## config.mk

```make
export PLATFORM = sky130hd
export DESIGN_NAME = plob_ctrl
export DESIGN_NICKNAME = d
export VERILOG_FILES = /design/src/plob_pkg.sv /design/src/plob_ctrl.sv
export SDC_FILE = /design/constraint.sdc
export NUM_CORES = 1
export LEC_CHECK = 0
export ABC_AREA = 1
export BUFFER_PORTS_ARGS = -buffer_cell sky130_fd_sc_hd__buf_4
export CAP_MARGIN = 20
export CORE_MARGIN = 10
export CORE_UTILIZATION = 38
export DETAILED_ROUTE_END_ITERATION = 7
export HOLD_SLACK_MARGIN = 0.12
export PLACE_DENSITY_LB_ADDON = 0.15
export SLEW_MARGIN = 20
export SYNTH_ARGS = -nofsm -noshare
export SYNTH_HDL_FRONTEND = slang
export SYNTH_SLANG_ARGS = --single-unit
export TNS_END_PERCENT = 30
```

## constraint.sdc

```tcl
create_clock -name clk -period 1 [get_ports clk]
set_input_delay 0.05 -clock clk [delete_from_list [all_inputs] [get_ports clk]]
set_output_delay 0.05 -clock clk [all_outputs]
set_load 0.05 [all_outputs]
```

## src/plob_pkg.sv

```systemverilog
// ============================================================================
// plob_pkg
// Shared types, widths and helpers for the price-level order book unit.
// ============================================================================
`timescale 1ns / 1ps

package plob_pkg;

  localparam int PRICE_W   = 10;
  localparam int ID_W      = 10;
  localparam int QTY_W     = 32;
  localparam int LQ_W      = 48;
  localparam int CNT_W     = 11;
  localparam int DEPTH_W   = 5;
  localparam int MAX_DEPTH = 16;
  localparam int WORD_W    = 32;
  localparam int BIT_W     = 5;                  // bit index inside a bitmap word
  localparam int WIDX_W    = PRICE_W - BIT_W;    // bitmap word index
  localparam int LVL_AW    = PRICE_W + 1;        // {side, price}
  localparam int BMP_AW    = WIDX_W + 1;         // {side, word}
  localparam int CLR_W     = LVL_AW;             // clearing sweep covers the level store

  localparam logic [LQ_W-1:0]  LQ_MAX  = '1;
  localparam logic [CNT_W-1:0] CNT_MAX = '1;

  typedef enum logic [1:0] {
    FN_ADD    = 2'd0,
    FN_CANCEL = 2'd1,
    FN_MODIFY = 2'd2,
    FN_LIST   = 2'd3
  } func_t;

  typedef enum logic [1:0] {
    STS_OK      = 2'd0,
    STS_UNKNOWN = 2'd1,
    STS_DUP     = 2'd2,
    STS_BADPRC  = 2'd3
  } status_t;

  typedef enum logic [3:0] {
    S_CLEAR,
    S_IDLE,
    S_ORD_RD,
    S_ORD_CHK,
    S_UPD_CAN,
    S_ADD_CHK,
    S_UPD_ADD,
    S_BB0,
    S_BB1,
    S_BB2,
    S_WAIT_RES,
    S_LFIND,
    S_LWORD,
    S_LOUT,
    S_WAIT_LVL
  } plob_state_t;

  typedef struct packed {
    logic    clr;
    logic    cap;
    logic    ord_rd;
    logic    rd_ord_lvl;
    logic    rd_in_lvl;
    logic    upd;
    logic    upd_add;
    logic    set_err;
    status_t err_code;
    logic    bb0;
    logic    bb1;
    logic    bb2;
    logic    list_init;
    logic    lfind;
    logic    lword;
    logic    out_res;
    logic    out_lvl;
    logic    out_empty;
  } plob_cmd_t;

  typedef struct packed {
    logic  clr_done;
    func_t func;
    logic  live;
    logic  price_zero;
    logic  wbits_nz;
    logic  smask_nz;
    logic  list_last;
    logic  out_fire;
  } plob_sts_t;

  function automatic logic [BIT_W-1:0] msb_idx(input logic [WORD_W-1:0] v);
    logic [BIT_W-1:0] r;
    r = '0;
    for (int i = 0; i < WORD_W; i++) begin
      if (v[i]) r = BIT_W'(i);
    end
    return r;
  endfunction

  function automatic logic [BIT_W-1:0] lsb_idx(input logic [WORD_W-1:0] v);
    logic [BIT_W-1:0] r;
    r = '0;
    for (int i = WORD_W - 1; i >= 0; i--) begin
      if (v[i]) r = BIT_W'(i);
    end
    return r;
  endfunction

endpackage

```

## src/plob_ctrl.sv

```systemverilog
// ============================================================================
// plob_ctrl
// Sequencer for the order book: clearing sweep, order updates, best-price
// search and level listing.
// ============================================================================
`timescale 1ns / 1ps

module plob_ctrl
  import plob_pkg::*;
(
  input  logic      clk,
  input  logic      rst_n,
  input  logic      in_valid,
  output logic      in_ready,
  input  plob_sts_t sts,
  output plob_cmd_t cmd
);

  plob_state_t state_r, state_nxt;

  always_ff @(posedge clk) begin
    if (!rst_n) state_r <= S_CLEAR;
    else        state_r <= state_nxt;
  end

  // next state
  always_comb begin
    state_nxt = state_r;
    unique case (state_r)
      S_CLEAR:    if (sts.clr_done) state_nxt = S_IDLE;
      S_IDLE:     if (in_valid) state_nxt = S_ORD_RD;
      S_ORD_RD:   state_nxt = (sts.func == FN_LIST) ? S_BB0 : S_ORD_CHK;
      S_ORD_CHK: begin
        if (sts.func == FN_CANCEL) state_nxt = sts.live ? S_UPD_CAN : S_BB0;
        else if (sts.func == FN_MODIFY && sts.live) state_nxt = S_UPD_CAN;
        else state_nxt = S_ADD_CHK;
      end
      S_UPD_CAN:  state_nxt = (sts.func == FN_CANCEL) ? S_BB0 : S_ADD_CHK;
      S_ADD_CHK:  state_nxt = (sts.price_zero || sts.live) ? S_BB0 : S_UPD_ADD;
      S_UPD_ADD:  state_nxt = S_BB0;
      S_BB0:      state_nxt = S_BB1;
      S_BB1:      state_nxt = S_BB2;
      S_BB2:      state_nxt = (sts.func == FN_LIST) ? S_LFIND : S_WAIT_RES;
      S_WAIT_RES: if (sts.out_fire) state_nxt = S_IDLE;
      S_LFIND: begin
        if (sts.wbits_nz)      state_nxt = S_LOUT;
        else if (sts.smask_nz) state_nxt = S_LWORD;
        else                   state_nxt = S_WAIT_RES;
      end
      S_LWORD:    state_nxt = S_LFIND;
      S_LOUT:     state_nxt = S_WAIT_LVL;
      S_WAIT_LVL: if (sts.out_fire) state_nxt = sts.list_last ? S_IDLE : S_LFIND;
      default:    state_nxt = S_CLEAR;
    endcase
  end

  // commands
  always_comb begin
    cmd      = '0;
    cmd.err_code = STS_OK;
    in_ready = 1'b0;
    unique case (state_r)
      S_CLEAR: cmd.clr = 1'b1;
      S_IDLE: begin
        in_ready = 1'b1;
        cmd.cap  = in_valid;
      end
      S_ORD_RD: cmd.ord_rd = 1'b1;
      S_ORD_CHK: begin
        if (sts.func == FN_CANCEL && !sts.live) begin
          cmd.set_err  = 1'b1;
          cmd.err_code = STS_UNKNOWN;
        end else if (sts.live && (sts.func == FN_CANCEL || sts.func == FN_MODIFY)) begin
          cmd.rd_ord_lvl = 1'b1;
        end
      end
      S_UPD_CAN: cmd.upd = 1'b1;
      S_ADD_CHK: begin
        if (sts.price_zero) begin
          cmd.set_err  = 1'b1;
          cmd.err_code = STS_BADPRC;
        end else if (sts.live) begin
          cmd.set_err  = 1'b1;
          cmd.err_code = STS_DUP;
        end else begin
          cmd.rd_in_lvl = 1'b1;
        end
      end
      S_UPD_ADD: begin
        cmd.upd     = 1'b1;
        cmd.upd_add = 1'b1;
      end
      S_BB0: cmd.bb0 = 1'b1;
      S_BB1: cmd.bb1 = 1'b1;
      S_BB2: begin
        cmd.bb2 = 1'b1;
        if (sts.func == FN_LIST) cmd.list_init = 1'b1;
        else                     cmd.out_res   = 1'b1;
      end
      S_WAIT_RES: ;
      S_LFIND: begin
        if (sts.wbits_nz || sts.smask_nz) cmd.lfind     = 1'b1;
        else                              cmd.out_empty = 1'b1;
      end
      S_LWORD:    cmd.lword   = 1'b1;
      S_LOUT:     cmd.out_lvl = 1'b1;
      S_WAIT_LVL: ;
      default: ;
    endcase
  end

endmodule

```

==> impl_metrics.toml, run 1 <==
[floorplanning]
ioPinCount = 32
rows = 13
die_w_um = 58.0
fp.dieH_um = 58.0
start_util_pct = 41.1

[sta]
crit_endpoint = "cmd[2]"
worst-ep-kind = "primary output"

[yosys]
synth.avg_cell_area_sq_um = 4.98
synth_cells = 110
synth_area_leaders = "nand2_1 21%, inv_1 18%, dfxtp_1 15%, nor2_1 14%, ha_1 6.8%"
netlist.area_leader.share_pct = 21.2
synthesis.nets = 125
netlist-cell-type-count = 15
synth_seq_area_share_pct = 14.6
yosysWarningCount = 0
syn_area_sq_um = 548
synth_top_area_cell = "nand2_1"
ys_ff_latch = 4

[clock_tree]
numCtsBuffers = 3
ctsHtreeMaxLevel = 1
root_buffer = "clkbuf_4"
cts.sinks = 4
clk_path_buf_depth = 2

[outcome]
outcome = "stopped before the end"
stop_stage = "global routing (5_1_grt)"
tool.error = "[ERROR DPL-0038] Utilization greater than 100%, impossible to legalize"

[global_route]
grt_max_degree = 7

[placement]
io_buffers = 31
place_area_sq_mm = 0.00104
place_hpwl_mm = 2.00
gp_congestion = 0.941
==> stage by stage <==
stage          setup slack [ns]  util, %  cells  setup TNS, ns  hold slack (ns)
3_5_place_dp             -0.310     78.1    176          -3.09            0.247
4_1_cts                  -0.358     94.5    181          -6.75            0.129
3_3_place_gp             -0.295     78.1    176          -2.91            0.241
2_1_floorplan            -0.322        -    110          -3.59            0.148
==> cell usage after synthesis, drive strengths merged <==
| cell type | count |
|---|---|
| dfxtp | 4 |
| inv | 26 |
| a21oi | 3 |
| ha | 3 |
| nand2 | 32 |
| nor4 | 1 |
| o21ai | 5 |
| nand3b | 3 |
| nor3 | 3 |
| nor2 | 22 |
| nand4 | 1 |
| nand3 | 7 |
==> repair_timing <==
action / 4_1_cts
gates resized for setup: 51
endpoints found under the hold margin: 4
pin swaps: 7
hold buffers: 1
setup buffers: 1
setup endpoints to repair: 24
gates cloned: 0
==> cell families after synthesis <==
| logic type | Yosys count | synth area share, % |
|---|---|---|
| AND/OR/NAND/NOR | 69 | 53.4 |
| flip-flops | 4 | 14.6 |
| buffers and inverters | 26 | 17.8 |
| AO/OA/AOI/OAI | 8 | 7.30 |
| adder cells (fa/ha/maj) | 3 | 6.85 |
==> run 2: changes to the inputs <==
- CORE_AREA: not set -> 10 10 71 73
- CORE_MARGIN: 10 -> not set
- CORE_UTILIZATION: 38 -> not set
- DIE_AREA: not set -> 0 0 81 83
- HOLD_SLACK_MARGIN: 0.12 -> not set
- clock period: 1 -> 1.3 ns (I/O delays scaled with it)
==> impl_metrics.toml, run 2 <==
[clock_tree]
root_buffer = "clkbuf_8"
clk_path_buf_depth = 2
clk_pin_slew_ns = 0.03
cts.sinks = 4
clock_latency_ns = 0.21
ctsHtreeMaxLevel = 1
cts_tree = "done"
numCtsBuffers = 3

[critical_path]
reg2regPathDepth = 8
endpoint = "cmd[16]"
worstPathRequired_ns = 1.24
cp_max_fo = 5
cp_slowest_stage_delay_ns = 0.39
critPathKind = "reg2out"
cp-startpoint = "state_r[1]$_SDFFE_PN0P_"
r2r_slack_ns = 0.07
crit_family = "buffers and inverters"
cp.arrival_ns = 1.25
cp.depth = 6
slowest_stage = "dfxtp_4"
r2r-end = "state_r[2]$_SDFFE_PN0P_"
crit_buf_inv = 4
r2r-start = "state_r[2]$_SDFFE_PN0P_"
critPathLaunchType = "flop"
worstPathCellList = "inv_4 > nor2_2 > nand2_1 > inv_1 > buf_4 > buf_6"
cp-end-kind = "primary output"

[sta]
final_max_slew_viol_count = 0
fin_crit_ns = 1.32
tns_ns = -0.0275
finalCritPeriodShare_pct = 101
setup_viol = 2
rsz0062_at_grt = "true"
hold_violations = 0
worst_slew_pin_slew_ns = 0.227
finClkSkew_ns = 0.00219
setup_slack_ns = -0.0188
slew_headroom_pct = 84.9
fmax_mhz = 758

[yosys]
synth_common_cells = "31 x nand2_1, 26 x inv_1, 21 x nor2_1"
async_reset_ff_share_pct = 0
synth_cells = 110
ys_ff_latch = 4
netlist.area_leader.share_pct = 21.2
synth_seq_area_share_pct = 14.6
synthesis.nets = 125
synthFlopType = "dfxtp_1"
synth_top_area_cell = "nand2_1"
synth_area_leaders = "nand2_1 21%, inv_1 18%, dfxtp_1 15%, nor2_1 14%, ha_1 6.8%"
synth.avg_cell_area_sq_um = 4.98
netlist-cell-type-count = 15
syn_area_sq_um = 548
yosysWarningCount = 0
yosysMostFrequentCell = "nand2_1"
synth_edf_count = 0

[route]
drt_iter0_drc = 55
vias = 811
drc_errors = 0
wl_per_cell_um = 12.0
ant_nets = 0
routed_wl_mm = 2.46
vias_per_cell = 3.98
first_pass_iters = 3

[final_layout]
fill_cells = 427
num_antenna_cells = 0
largest_register_ffs = 4
layout_common_cells = "26 x buf_4, 23 x nand2_1, 20 x inv_1"
final_cells = 204
nNetsFinal = 173
largest-register = "state_r"
layout_commonest_cell = "buf_4"
reg_top3 = "state_r x4"
drive_above_1_share_pct = 53.2
area_growth_pct = 116

[flow_run]
max-cap-violations = 0

[floorplanning]
fp.dieH_um = 83
dieArea_sq_mm = 0.00672
core_area_sq_mm = 0.00363
die_w_um = 81
start_util_pct = 15.1
ioPinCount = 32
rows = 22

[global_route]
antenna_found_initial = 0
gr-total-overflow = 0
track_usage_pct = 6.75
grt_max_degree = 8
grt_pass1_vias = 815
grt_pass1_wl_mm = 3.71

[outcome]
violations = "negative setup slack"
outcome = "finished, violations left"

[placement]
io_buffers = 31
dpl.cell_count = 199
place_hpwl_mm = 1.98
gp_congestion = 0.830

[pwr]
powerDensity_mw_per_mm2 = 1010
p_leak_nw = 0.651
vdd_drop_max_uv = 417

[hold_path]
hp-start = "rst_n"
min_path_type = "in2reg"
==> run 2: cell counts after synthesis <==
Identical to the previous run, type by type.
==> run 2: kinds of logic (layout without fill, tap and decap cells) <==
kind of cell               Yosys count  after routing  share of synthesized area [%]
buffers and inverters               26             72                           17.8
and+or+nand+nor                     69             69                           53.4
adders and majority gates            3              3                           6.85
AOI/OAI and AO/OA                    8              8                           7.30
DFF                                  4              4                           14.6
==> run 2: worst min path at each step <==
stage                               to  slack [ns]  cells past startpoint
4_1_cts        state_r[2]$_SDFFE_PN0P_        0.04                      3
3_5_place_dp   state_r[2]$_SDFFE_PN0P_        0.26                      3
2_1_floorplan  state_r[2]$_SDFFE_PN0P_        0.16                      2
5_1_grt        state_r[2]$_SDFFE_PN0P_        0.07                      3
3_3_place_gp   state_r[2]$_SDFFE_PN0P_        0.26                      3
6_report       state_r[2]$_SDFFE_PN0P_        0.04                      3
==> run 2: final cells by class <==
class | count | area (sq um) | share of cell area (%)
well taps | 48 | 60.1 | 5.07
repair buffers | 43 | 398 | 33.6
multi-input cells | 80 | 484 | 40.9
inverters | 26 | 105 | 8.88
flip-flops and latches | 4 | 95.1 | 8.03
clock buffers | 3 | 41.3 | 3.49
==> run 2: routing by layer <==
| metal | vias up | share of wire (%) | GRT usage (%) |
|---|---|---|---|
| met3 | 2 | 6.6 | 2.37 |
| met4 | 0 | 0.20 | 1.88 |
| met2 | 15 | 53 | 11.3 |
| met5 | - | 0 | 0 |
| met1 | 371 | 40 | 7.76 |
| li1 | 423 | - | - |
==> run 2: report_power, final <==
part | internal, mW | switching (mW)
Clock | 0.197 | 0.0578
Sequential | 0.152 | 0.0563
Combinational | 0.274 | 0.461
==> run 2: stage by stage <==
stage | hold slack [ns] | power, mW | setup WS [ns] | area (sq um) | util [%]
floorplan | 0.163 | 0.566 | -0.400 | 563 | -
finish | 0.0429 | 1.20 | -0.0188 | 1180 | 32.6
global route | 0.0663 | 1.29 | -0.0773 | 1180 | 32.6
detailed placement | 0.262 | 0.804 | -0.106 | 931 | 25.6
global placement | 0.259 | 0.811 | -0.0807 | 931 | 25.6
CTS | 0.0403 | 1.12 | -0.0487 | 1040 | 28.8
==> run 2: worst reg2reg max path, delay by kind of cell (launching register included) <==
family	cells	cell delay, ns
simple gates	6	0.60
flops	1	0.35
buf+inv	2	0.17
==> run 2: repair_timing <==
item / 4_1_cts / 5_1_grt
endpoints found under the setup margin: 20 / 21
gates resized for setup: 26 / 40
setup buffers: 0 / 2
hold buffers: 0 / 0
pin swaps: 1 / 4
(Power assumes the default switching activity.)
==> run 3: changes to the inputs <==
- ABC_AREA: 1 -> not set
==> impl_metrics.toml, run 3 <==
[critical_path]
cp_slowest_stage_delay_ns = 0.35
worstPathCellList = "or2_4 > buf_4 > nor4b_4 > buf_6"
cp-end-kind = "primary output"
critPathKind = "reg2out"
critPathLaunchType = "flop"
worstPathRequired_ns = 1.24
crit_buf_inv = 2
slowest_stage = "dfxtp_4"
cp_max_fo = 5
cp.arrival_ns = 1.39
crit_family = "simple AND/OR/NAND/NOR gates"

[route]
ant_nets = 0
routed_wl_mm = 2.84
wl_per_cell_um = 14.3
vias_per_cell = 4.57
drt_iter0_drc = 19
vias = 910
drc_errors = 0
first_pass_iters = 4

[placement]
place_hpwl_mm = 2.20
gp_congestion = 0.838
place_area_sq_mm = 0.00114
io_buffers = 31

[yosys]
synthesis.nets = 106
syn_area_sq_um = 603
synth.avg_cell_area_sq_um = 6.63
synth_edf_count = 0
synth_cells = 91
netlist-cell-type-count = 35
synth_common_cells = "14 x nor2_1, 11 x nor3_1, 8 x o21ai_0"
netlist.area_leader.share_pct = 13.3
synth_seq_area_share_pct = 13.3
synth_area_leaders = "dfxtp_1 13%, nor3_1 9.1%, nor2_1 8.7%, o21ai_0 6.6%, ha_1 6.2%"
yosysMostFrequentCell = "nor2_1"
async_reset_ff_share_pct = 0
synthFlopType = "dfxtp_1"
synth_top_area_cell = "dfxtp_1"
yosysWarningCount = 0
ys_ff_latch = 4

[final_layout]
drive_above_1_share_pct = 65.6
num_antenna_cells = 0
reg_top3 = "state_r x4"
nNetsFinal = 168
fin_util_pct = 41.5
largest_register_ffs = 4
layout_common_cells = "35 x buf_4, 23 x buf_6, 11 x nor2_1"
layout_commonest_cell = "buf_4"
postLayoutCellArea_sq_mm = 0.00151
area_growth_pct = 150
largest-register = "state_r"

[floorplanning]
fp.dieH_um = 83
dieArea_sq_mm = 0.00672
rows = 22
core_area_sq_mm = 0.00363
start_util_pct = 16.6
ioPinCount = 32
die_w_um = 81

[sta]
hold_violations = 0
fin_crit_ns = 1.46
tns_ns = -1.29
rsz0062_at_grt = "true"
finClkSkew_ns = 0.000970
finalCritPeriodShare_pct = 112
fmax_mhz = 687
final_max_slew_viol_count = 0
slew_headroom_pct = 82.1
worst_slew_pin_slew_ns = 0.265
setup_slack_ns = -0.156
setup_viol = 17

[global_route]
grt_pass1_vias = 1002
gr-total-overflow = 0
antenna_found_initial = 0
grt_max_degree = 10
track_usage_pct = 8.37
grt_pass1_wl_mm = 4.65

[clock_tree]
clock_latency_ns = 0.21
clk_path_buf_depth = 2
root_buffer = "clkbuf_8"
clk_pin_slew_ns = 0.03
cts_tree = "done"
ctsHtreeMaxLevel = 1
numCtsBuffers = 3
cts.sinks = 4

[pwr]
comb_power_share_pct = 77.8
p_sw_uw = 998
intPower_mw = 1.15
clockPowerShare_pct = 11.9
sequentialPowerShare_pct = 10.3
p_leak_nw = 0.650
powerDensity_mw_per_mm2 = 1430
swShare_pct = 46.4
vdd_drop_max_uv = 443

[flow_run]
max-cap-violations = 0

[outcome]
violations = "negative setup slack"
outcome = "finished, violations left"

[hold_path]
min_path_type = "in2reg"
run 3: cells by family (layout without fill, tap and decap cells):
family,after synthesis,after routing,synth area share (%)
muxes,1,1,1.66
AOI/OAI and AO/OA,24,24,26.8
DFF,4,4,13.3
and+or+nand+nor,44,44,38.8
buffers and inverters,15,75,13.3
adders and majority gates,3,3,6.22
run 3: power groups by stage:
stage	Combinational [mW]	Clock, mW	Sequential, mW
2_1_floorplan	0.795	0	0.163
3_3_place_gp	1.26	0	0.185
3_5_place_dp	1.25	0	0.188
4_1_cts	1.48	0.262	0.211
5_1_grt	1.78	0.270	0.227
6_report	1.67	0.255	0.222
run 3: metrics by stage:
step | setup WS [ns] | total power [mW] | hold WS (ns) | std cells
5_1_grt | -0.215 | 2.28 | 0.133 | 199
3_5_place_dp | -0.0994 | 1.43 | 0.339 | 185
4_1_cts | -0.185 | 1.96 | 0.120 | 193
3_3_place_gp | -0.113 | 1.44 | 0.355 | 185
2_1_floorplan | -0.465 | 0.959 | 0.191 | 91
6_report | -0.156 | 2.15 | 0.127 | 199
run 3: cell type report:
cell class | count | area, sq um
sequential | 4 | 92.6
timing repair buffer | 65 | 627
clock buffer | 3 | 41.3
multi-input combinational | 72 | 653
tap | 48 | 60.1
inverter | 7 | 33.8
fill | 385 | 2130
run 3: final timing paths:
check | depth (start not counted) | slack, ns | end | startpoint
max | 4 | -0.16 | cmd[15] | state_r[3]$_SDFFE_PN0P_
min | 2 | 0.13 | state_r[1]$_SDFFE_PN0P_ | rst_n
max reg2reg | 5 | -0.07 | state_r[1]$_SDFFE_PN0P_ | state_r[3]$_SDFFE_PN0P_
min reg2reg | 3 | 0.65 | state_r[3]$_SDFFE_PN0P_ | state_r[3]$_SDFFE_PN0P_
run 3: what timing repair did:
action                     CTS  global route
hold buffers                 0             0
buffers inserted             5             5
hold endpoints to repair     0             0
pin swaps                    4             7
resized for setup           40            28
cloned                       0             1
setup endpoints to repair   22            24
run 3: metal layers:
| metal | track usage [%] | share of wire, % | wire (um) |
|---|---|---|---|
| met1 | 10.1 | 45 | 1270 |
| met4 | 2.35 | 0.60 | 17 |
| met5 | 0 | 0 | 0 |
| met2 | 13.0 | 47 | 1330 |
| met3 | 3.56 | 7.9 | 224 |
